===== src/hw/rtl/bgd_pkg.sv =====
`timescale 1ns / 1ps
// ----------------------------------------------------------------------------
// bgd_pkg
// Shared types and constants of the button gesture detector: phase codes,
// gesture codes, register map and the structs passed between its modules.
// ----------------------------------------------------------------------------
package bgd_pkg;

  // field widths
  localparam int unsigned TimeW   = 32;
  localparam int unsigned WindowW = 16;
  localparam int unsigned GestW   = 2;
  localparam int unsigned ApbDW   = 32;
  localparam int unsigned ApbAW   = 3;

  // reset values of the timing windows
  localparam logic [WindowW-1:0] ClickWinRst = 16'd250;
  localparam logic [WindowW-1:0] PressWinRst = 16'd800;

  // register map, selected by paddr[2]
  localparam logic RegClickWin = 1'b0;
  localparam logic RegPressWin = 1'b1;

  // gesture codes
  typedef enum logic [GestW-1:0] {
    GST_CLICK  = 2'd0,
    GST_DOUBLE = 2'd1,
    GST_PRESS  = 2'd2
  } gesture_e;

  // detector phases, one-hot
  typedef enum logic [4:0] {
    PH_IDLE  = 5'b00001,
    PH_HIGH1 = 5'b00010,
    PH_LOW1  = 5'b00100,
    PH_HIGH2 = 5'b01000,
    PH_HOLD  = 5'b10000
  } phase_e;

  // timing configuration
  typedef struct packed {
    logic [WindowW-1:0] click_win;
    logic [WindowW-1:0] press_win;
  } cfg_t;

  // result handed from the detector to the output stage
  typedef struct packed {
    logic     valid;
    gesture_e gesture;
  } res_t;

endpackage


===== src/hw/rtl/bgd_in_if.sv =====
`timescale 1ns / 1ps
// ----------------------------------------------------------------------------
// bgd_in_if
// Sample channel: button level and millisecond timestamp, valid/ready.
// ----------------------------------------------------------------------------
interface bgd_in_if;
  logic        valid;
  logic        ready;
  logic        level;
  logic [31:0] now_ms;

  modport source (output valid, output level, output now_ms, input ready);
  modport sink   (input valid, input level, input now_ms, output ready);
endinterface


===== src/hw/rtl/bgd_out_if.sv =====
`timescale 1ns / 1ps
// ----------------------------------------------------------------------------
// bgd_out_if
// Gesture channel: detected gesture code, valid/ready.
// ----------------------------------------------------------------------------
interface bgd_out_if;
  logic       valid;
  logic       ready;
  logic [1:0] gesture;

  modport source (output valid, output gesture, input ready);
  modport sink   (input valid, input gesture, output ready);
endinterface


===== src/hw/rtl/bgd_cfg.sv =====
`timescale 1ns / 1ps
// ----------------------------------------------------------------------------
// bgd_cfg
// APB register block holding the click and long-press windows.
// ----------------------------------------------------------------------------
module bgd_cfg import bgd_pkg::*; (
  input  logic             clk_i,
  input  logic             rst_ni,
  input  logic             psel,
  input  logic             penable,
  input  logic             pwrite,
  input  logic [ApbAW-1:0] paddr,
  input  logic [ApbDW-1:0] pwdata,
  output logic [ApbDW-1:0] prdata,
  output logic             pready,
  output cfg_t             cfg_o
);

  cfg_t cfg_q, cfg_d;
  logic wr_en;
  logic reg_sel;

  assign pready  = 1'b1;
  assign wr_en   = psel & penable & pwrite;
  assign reg_sel = paddr[2];

  // register write decode
  always_comb begin
    cfg_d = cfg_q;
    if (wr_en) begin
      unique case (reg_sel)
        RegClickWin: cfg_d.click_win = pwdata[WindowW-1:0];
        RegPressWin: cfg_d.press_win = pwdata[WindowW-1:0];
        default:     cfg_d = cfg_q;
      endcase
    end
  end

  always_ff @(posedge clk_i or negedge rst_ni) begin
    if (!rst_ni) begin
      cfg_q.click_win <= ClickWinRst;
      cfg_q.press_win <= PressWinRst;
    end else begin
      cfg_q <= cfg_d;
    end
  end

  // read back
  always_comb begin
    unique case (reg_sel)
      RegClickWin: prdata = {{(ApbDW-WindowW){1'b0}}, cfg_q.click_win};
      RegPressWin: prdata = {{(ApbDW-WindowW){1'b0}}, cfg_q.press_win};
      default:     prdata = '0;
    endcase
  end

  assign cfg_o = cfg_q;

  // a write to the click window lands in the next cycle
  a_click_wr: assert property (@(posedge clk_i) disable iff (!rst_ni)
    (wr_en && (reg_sel == RegClickWin)) |=> (cfg_q.click_win == $past(pwdata[WindowW-1:0])))
    else $error("click window write lost");

endmodule


===== src/hw/rtl/bgd_core.sv =====
`timescale 1ns / 1ps
// ----------------------------------------------------------------------------
// bgd_core
// Input sample register and the five-phase gesture state machine.
// ----------------------------------------------------------------------------
module bgd_core import bgd_pkg::*; (
  input  logic   clk_i,
  input  logic   rst_ni,
  input  cfg_t   cfg_i,
  bgd_in_if.sink in_if,
  input  logic   res_ready_i,
  output res_t   res_o
);

  logic             s1_valid_q, s1_valid_d;
  logic             s1_level_q;
  logic [TimeW-1:0] s1_now_q;
  logic             in_acc;
  logic             adv;

  phase_e           phase_q, phase_d;
  logic [TimeW-1:0] edge_q, edge_d;
  logic [TimeW-1:0] elapsed;
  logic             over_press;
  logic             over_click;
  logic             emit;
  gesture_e         gest;

  // sample stage moves on when the output stage has room
  assign adv         = s1_valid_q & res_ready_i;
  assign in_if.ready = ~s1_valid_q | adv;
  assign in_acc      = in_if.valid & in_if.ready;

  always_comb begin
    s1_valid_d = s1_valid_q;
    if (in_acc) begin
      s1_valid_d = 1'b1;
    end else if (adv) begin
      s1_valid_d = 1'b0;
    end
  end

  always_ff @(posedge clk_i or negedge rst_ni) begin
    if (!rst_ni) begin
      s1_valid_q <= 1'b0;
    end else begin
      s1_valid_q <= s1_valid_d;
    end
  end

  // sample payload, no reset needed
  always_ff @(posedge clk_i) begin
    if (in_acc) begin
      s1_level_q <= in_if.level;
      s1_now_q   <= in_if.now_ms;
    end
  end

  // modulo 2^32 time since the first rising edge
  assign elapsed    = s1_now_q - edge_q;
  assign over_press = elapsed > {{(TimeW-WindowW){1'b0}}, cfg_i.press_win};
  assign over_click = elapsed > {{(TimeW-WindowW){1'b0}}, cfg_i.click_win};

  // gesture state machine
  always_comb begin
    phase_d = phase_q;
    edge_d  = edge_q;
    emit    = 1'b0;
    gest    = GST_CLICK;
    unique case (phase_q)
      PH_HIGH1: begin
        if (!s1_level_q) begin
          phase_d = PH_LOW1;
        end else if (over_press) begin
          emit    = 1'b1;
          gest    = GST_PRESS;
          phase_d = PH_HOLD;
        end
      end
      PH_LOW1: begin
        // timeout wins over a new press in the same sample
        if (over_click) begin
          emit    = 1'b1;
          gest    = GST_CLICK;
          phase_d = PH_IDLE;
        end else if (s1_level_q) begin
          phase_d = PH_HIGH2;
        end
      end
      PH_HIGH2: begin
        if (!s1_level_q) begin
          emit    = 1'b1;
          gest    = GST_DOUBLE;
          phase_d = PH_IDLE;
        end
      end
      PH_HOLD: begin
        if (!s1_level_q) begin
          phase_d = PH_IDLE;
        end
      end
      default: begin
        if (s1_level_q) begin
          phase_d = PH_HIGH1;
          edge_d  = s1_now_q;
        end else begin
          phase_d = PH_IDLE;
        end
      end
    endcase
  end

  always_ff @(posedge clk_i or negedge rst_ni) begin
    if (!rst_ni) begin
      phase_q <= PH_IDLE;
      edge_q  <= '0;
    end else if (adv) begin
      phase_q <= phase_d;
      edge_q  <= edge_d;
    end
  end

  assign res_o.valid   = adv & emit;
  assign res_o.gesture = gest;

  // state moves only when a sample is consumed
  a_state_hold: assert property (@(posedge clk_i) disable iff (!rst_ni)
    !adv |=> ($stable(phase_q) && $stable(edge_q)))
    else $error("phase changed without a sample");

  // only the three active phases can report a gesture
  a_emit_phase: assert property (@(posedge clk_i) disable iff (!rst_ni)
    res_o.valid |-> (phase_q == PH_HIGH1 || phase_q == PH_LOW1 || phase_q == PH_HIGH2))
    else $error("gesture from an inactive phase");

  // a long press always leads to the hold phase
  a_press_hold: assert property (@(posedge clk_i) disable iff (!rst_ni)
    (res_o.valid && res_o.gesture == GST_PRESS) |=> (phase_q == PH_HOLD))
    else $error("long press without hold");

endmodule


===== src/hw/rtl/bgd_out_reg.sv =====
`timescale 1ns / 1ps
// ----------------------------------------------------------------------------
// bgd_out_reg
// Result register driving the gesture channel, refilled in the same cycle
// the waiting item is taken.
// ----------------------------------------------------------------------------
module bgd_out_reg import bgd_pkg::*; (
  input  logic      clk_i,
  input  logic      rst_ni,
  input  res_t      res_i,
  output logic      take_o,
  bgd_out_if.source out_if
);

  logic     valid_q, valid_d;
  gesture_e gest_q;

  // room when empty or when the held item leaves this cycle
  assign take_o = ~valid_q | out_if.ready;

  always_comb begin
    valid_d = valid_q;
    if (res_i.valid) begin
      valid_d = 1'b1;
    end else if (out_if.ready) begin
      valid_d = 1'b0;
    end
  end

  always_ff @(posedge clk_i or negedge rst_ni) begin
    if (!rst_ni) begin
      valid_q <= 1'b0;
    end else begin
      valid_q <= valid_d;
    end
  end

  always_ff @(posedge clk_i) begin
    if (res_i.valid) begin
      gest_q <= res_i.gesture;
    end
  end

  assign out_if.valid   = valid_q;
  assign out_if.gesture = gest_q;

  // never overwrite an item that is still waiting
  a_no_overwrite: assert property (@(posedge clk_i) disable iff (!rst_ni)
    res_i.valid |-> (!valid_q || out_if.ready))
    else $error("result register overwritten");

endmodule


===== src/hw/rtl/button_gesture_detector_unit.sv =====
`timescale 1ns / 1ps
// ----------------------------------------------------------------------------
// button_gesture_detector_unit
// Click, double click and long press detection on sampled button levels.
// ----------------------------------------------------------------------------
// Usage
//   in_if  : one item per sample, level (1 = pressed) and a free-running
//            32-bit millisecond timestamp, accepted on valid & ready
//   out_if : zero or one gesture item per sample (0 click, 1 double click,
//            2 long press), taken on valid & ready
//   APB    : reg 0 (0x0) click window, reg 1 (0x4) long-press window, 16 bits
//            each; user writes only while the block is idle (not enforced)
// Timing
//   a sample is held in the sample register, processed by the state machine,
//   and its gesture is registered in the result register that drives out_if;
//   one sample per cycle is taken while the output side keeps up, set by
//   the state update with one subtract and two compares
// Reset
//   phase returns to idle, edge time to zero, windows to 250 and 800 ms,
//   both channels empty
// Back-pressure
//   the result register holds a waiting gesture; the sample stage stalls,
//   and in turn in_if.ready drops, only while that register is full and
//   not being taken
// ----------------------------------------------------------------------------
module button_gesture_detector_unit import bgd_pkg::*; (
  input  logic             clk_i,
  input  logic             rst_ni,
  bgd_in_if.sink           in_if,
  bgd_out_if.source        out_if,
  input  logic             psel,
  input  logic             penable,
  input  logic             pwrite,
  input  logic [ApbAW-1:0] paddr,
  input  logic [ApbDW-1:0] pwdata,
  output logic [ApbDW-1:0] prdata,
  output logic             pready
);

  cfg_t cfg;
  res_t res;
  logic take;

  // configuration registers
  bgd_cfg u_cfg (
    .clk_i   (clk_i),
    .rst_ni  (rst_ni),
    .psel    (psel),
    .penable (penable),
    .pwrite  (pwrite),
    .paddr   (paddr),
    .pwdata  (pwdata),
    .prdata  (prdata),
    .pready  (pready),
    .cfg_o   (cfg)
  );

  // sample register and state machine
  bgd_core u_core (
    .clk_i       (clk_i),
    .rst_ni      (rst_ni),
    .cfg_i       (cfg),
    .in_if       (in_if),
    .res_ready_i (take),
    .res_o       (res)
  );

  // result register
  bgd_out_reg u_out (
    .clk_i  (clk_i),
    .rst_ni (rst_ni),
    .res_i  (res),
    .take_o (take),
    .out_if (out_if)
  );

endmodule

===== src/flat_wrapper.sv =====
// flat-port wrapper written by rule: the top's interface ports become plain ports
module button_gesture_detector_unit_flat import bgd_pkg::*;
  (clk_i, rst_ni, psel, penable, pwrite, paddr, pwdata, prdata, pready, in_if_valid, in_if_level, in_if_now_ms, in_if_ready, out_if_valid, out_if_gesture, out_if_ready);
  bgd_in_if in_if_i ();
  bgd_out_if out_if_i ();
  input  logic clk_i;
  input  logic rst_ni;
  input  logic psel;
  input  logic penable;
  input  logic pwrite;
  input  logic [ApbAW-1:0] paddr;
  input  logic [ApbDW-1:0] pwdata;
  output logic [ApbDW-1:0] prdata;
  output logic pready;
  input wire logic [$bits(in_if_i.valid)-1:0] in_if_valid;
  input wire logic [$bits(in_if_i.level)-1:0] in_if_level;
  input wire logic [$bits(in_if_i.now_ms)-1:0] in_if_now_ms;
  output wire logic [$bits(in_if_i.ready)-1:0] in_if_ready;
  output wire logic [$bits(out_if_i.valid)-1:0] out_if_valid;
  output wire logic [$bits(out_if_i.gesture)-1:0] out_if_gesture;
  input wire logic [$bits(out_if_i.ready)-1:0] out_if_ready;
  assign in_if_i.valid = in_if_valid;
  assign in_if_i.level = in_if_level;
  assign in_if_i.now_ms = in_if_now_ms;
  assign in_if_ready = in_if_i.ready;
  assign out_if_valid = out_if_i.valid;
  assign out_if_gesture = out_if_i.gesture;
  assign out_if_i.ready = out_if_ready;
  button_gesture_detector_unit u_core (.clk_i(clk_i), .rst_ni(rst_ni), .in_if(in_if_i), .out_if(out_if_i), .psel(psel), .penable(penable), .pwrite(pwrite), .paddr(paddr), .pwdata(pwdata), .prdata(prdata), .pready(pready));
endmodule

===== config.mk =====
export PLATFORM = sky130hd
export DESIGN_NAME = button_gesture_detector_unit_flat
export DESIGN_NICKNAME = d
export VERILOG_FILES = /design/src/hw/rtl/bgd_pkg.sv /design/src/hw/rtl/bgd_in_if.sv /design/src/hw/rtl/bgd_out_if.sv /design/src/hw/rtl/bgd_cfg.sv /design/src/hw/rtl/bgd_core.sv /design/src/hw/rtl/bgd_out_reg.sv /design/src/hw/rtl/button_gesture_detector_unit.sv /design/src/flat_wrapper.sv
export SDC_FILE = /design/constraint.sdc
export NUM_CORES = 1
export LEC_CHECK = 0
export ABC_AREA = 1
export ABC_CLOCK_PERIOD_IN_PS = 2690
export BUFFER_PORTS_ARGS = -buffer_cell sky130_fd_sc_hd__buf_2
export CORE_MARGIN = 2
export CORE_UTILIZATION = 53
export DETAILED_ROUTE_END_ITERATION = 7
export PLACE_DENSITY = 0.78
export SKIP_CTS_REPAIR_TIMING = 1
export SLEW_MARGIN = 25
export SYNTH_ARGS = -nofsm -noshare
export SYNTH_HDL_FRONTEND = slang
export SYNTH_HIERARCHICAL = 1
export SYNTH_SLANG_ARGS = --single-unit

===== constraint.sdc =====
create_clock -name clk_i -period 2.69 [get_ports clk_i]
set_input_delay 0.4035 -clock clk_i [delete_from_list [all_inputs] [get_ports clk_i]]
set_output_delay 0.4035 -clock clk_i [all_outputs]
set_load 0.1 [all_outputs]

==> qor.yml <==
run_status:
  status: "finished with violations"
  violations: "setup timing"
sta:
  slew_headroom: 0.535
  period_share: 1.18
  clock_skew_ps: 6.14
  hold_ws_ps: 85.9
  fmax_ghz: 0.315
  drv_slew: 0
  setup_viol: 9
  period_minus_slack_ps: 3170
  timing.final.ws_setup_ps: -481
  worst_slew_pin_slew_ps: 698
  grt_setup_unrepaired: "true"
  hold_viol: 0
power:
  pwr-share-seq: 0.205
  pwr-share-clk: 0.115
  p_leak_nw: 5.42
  ir_drop_mv: 0.626
  switching_share: 0.480
  combPwrFrac: 0.680
  power_density_nw_per_um2: 1160
  p_sw_w: 0.00542
  internal_power_w: 0.00588
cts:
  clk_pin_slew_ps: 70
  root_buffer: "clkbuf_16"
  ctsHtreeMaxLevel: 3
  cts.sinks: 106
  clock_latency_ps: 350
  cts.path.max_buffers: 2
  cts_tree: "built"
  cts_buffers: 9
job:
  maxCapViolations: 0
place:
  pre_cts_ws_ps: -520
  dp_hpwl_mm: 14.4
  gp_congestion: 0.902
  port_buffers: 76
finish:
  final_nets: 1426
  drive_above_1_share: 0.245
  area_delta_synth_final_pct: 23.3
  n_fill_cell: 1264
grt:
  grt.overflow.total: 0
  grt_pass1_wl_mm: 30.1
  first_global_vias: 6680
  antenna_found_initial: 1
  grt_max_degree: 44
  groute.usage.overall: 0.232
drt:
  firstDrtPassIters: 5
  drt-total-wl_mm: 18.5
  remaining_drc_errors: 0
  wl_per_cell_um: 12.5
  vias: 7236
  drtIter0Drc: 424
  viasPerCell: 4.90
  ant_nets: 0
synthesis:
  synth_top_cell_by_area: "dfrtp_1"
  ys_seq_area_frac: 0.360
  synth-xor-area-share: 0.0166
  avgSynthCellArea_um2: 6.99
  synth.top_cells.by_area: "dfrtp_1 19%, nand2_1 19%, edfxtp_1 13%"
  yosys.area_share.simple: 0.336
  synth_compound_area_frac: 0.0500
  ys.flop_type: "dfrtp_1"
  ys_ff_latch: 106
  syn_inst: 1130
  synth_top_family_by_area: "simple AND/OR/NAND/NOR gates"
  syn_area_um2: 7900
  synth.area.mux_share: 0.00143
  yosys.area.top_type_share: 0.193
  synth_edf_count: 35
  yosysWarnings: 6
  ys_async_sr_fraction: 0.670
  synth_fa_ha_area_frac: 0.102
  ys_types: 37
hold_path:
  min_path_type: "input port to async pin"
worst_setup_path:
  r2r_end: "u_core/u_out/out_if.gesture[0]"
  cp-end-kind: "register"
  crit_fanout: 4
  start_kind: "register"
  critPathArrivalTime_ps: 3280
  worst_r2r_startpoint: "u_core/u_core/s1_now_q[7]"
  rr_worst_depth: 19
  critPathKind: "register to register"
  worst_ep_required_time_ps: 2800
  r2r_setup_slack_ps: -480
die:
  placementRows: 44
  die_w_um: 126
  die_y_um: 126
  io_pins: 112
  dieArea_um2: 15900
  start_util: 0.544
  core_um2: 14500
[kinds of logic (layout without fill, tap and decap cells)]
logic type | after synthesis | after routing
and+or+nand+nor | 610 | 610
xor gates and xnor gates | 15 | 15
AOI/OAI and AO/OA | 75 | 75
other | 2 | 18
adders and majority gates | 64 | 64
DFF | 106 | 106
muxes | 1 | 1
buffers and inverters | 257 | 404
[layer usage]
layer,up-vias,share of wire,GRT usage
met5,-,0,0
met4,0,0.020,0.0724
met3,27,0.038,0.0395
met2,157,0.47,0.385
met1,3318,0.47,0.311
li1,3734,-,-
[registers in the layout (all words and copies together) (netlist names)]
name and flops:
u_core/u_cfg/cfg_o 32, u_core/u_core/edge_q 32, u_core/u_core/s1_now_q 32, u_core/u_core/phase_q 5, u_core/u_out/out_if.gesture 2, u_core/u_core/s1_level_q 1, u_core/u_core/s1_valid_q 1, u_core/u_out/out_if.valid 1
[how the worst max path moves through the flow]
| stage | slack (ps) | endpoint | start | cells after the start |
|---|---|---|---|---|
| finish | -480 | u_core/u_out/out_if.gesture[0] | u_core/u_core/s1_now_q[7] | 19 |
| global placement | -460 | u_core/u_out/out_if.gesture[0] | u_core/u_core/s1_now_q[9] | 19 |
| CTS | -560 | u_core/u_core/phase_q[4] | u_core/u_core/s1_now_q[9] | 21 |
| global route | -700 | u_core/u_out/out_if.gesture[0] | u_core/u_core/edge_q[8] | 20 |
| floorplan | -50 | u_core/u_out/out_if.gesture[0] | u_core/u_core/s1_now_q[2] | 21 |
| detailed placement | -520 | u_core/u_out/out_if.gesture[1] | u_core/u_core/s1_now_q[7] | 19 |
[per-stage QoR]
step / util / cells / TNS, ps / total power, W / area [um2]
after CTS: 0.652 / 1467 / -4810 / 0.0108 / 9470
after detailed placement: 0.632 / 1451 / -4500 / 0.00942 / 9190
after global routing: 0.670 / 1477 / -5710 / 0.0123 / 9740
after global placement: 0.632 / 1451 / -3560 / 0.00917 / 9190
after floorplan: - / 1145 / -120 / 0.00726 / 8150
final: 0.670 / 1477 / -3940 / 0.0113 / 9740
[cells in the mapped netlist (7+ instances only)]
master / number
a21oi_1: 61
ha_1: 63
nor2_2: 15
nand3_2: 7
dfrtp_1: 61
inv_2: 10
nand2_1: 396
buf_4: 21
clkbuf_1: 9
nor2_1: 77
inv_1: 212
dfstp_2: 10
xor2_1: 14
nand2_2: 21
edfxtp_1: 35
nand4_1: 13
nand3_1: 58
[layout by cell type, fill, tap and decap left out, types with 35 or more instances in the layout]
master    instances
nand3_1          55
buf_4            88
nand2_2          36
nand2_1         379
nor2_1           74
a21oi_1          56
inv_1           204
buf_2            76
ha_1             47
dfrtp_1          61
edfxtp_1         35
[critical path: stages, from the launching register on]
cell      delay (ps)
edfxtp_1         440
ha_4             300
nand2_4          100
inv_2             40
nand2_2           60
nand2_2           70
nand3b_1         230
xor2_2           190
ha_1             310
a21oi_1          130
nand3b_1         120
a21oi_1           60
nor4_1           260
nand2_1          100
nand2_2          110
nand3_2           90
nand2_2           80
nand2_1           50
o21ai_1          120
inv_1             80
[power by group through the flow]
stage,Clock (W),Combinational (W),Sequential [W]
final,0.00130,0.00769,0.00232
after global routing,0.00139,0.00856,0.00237
after CTS,0.00133,0.00714,0.00231
after detailed placement,0,0.00708,0.00234
after global placement,0,0.00684,0.00232
after floorplan,0,0.00490,0.00236
[final cells by class]
class	count	area, um2	area share
Clock buffer	10	229	0.0235
Clock inverter	6	57.6	0.00591
Tap cell	184	230	0.0236
Timing Repair Buffer	166	1080	0.111
Inverter	222	833	0.0855
Multi-Input combinational cell	782	4470	0.459
Sequential cell	106	2840	0.292
Antenna cell	1	2.50	0.000257
Note: power is estimated with default switching activity, not from simulation.
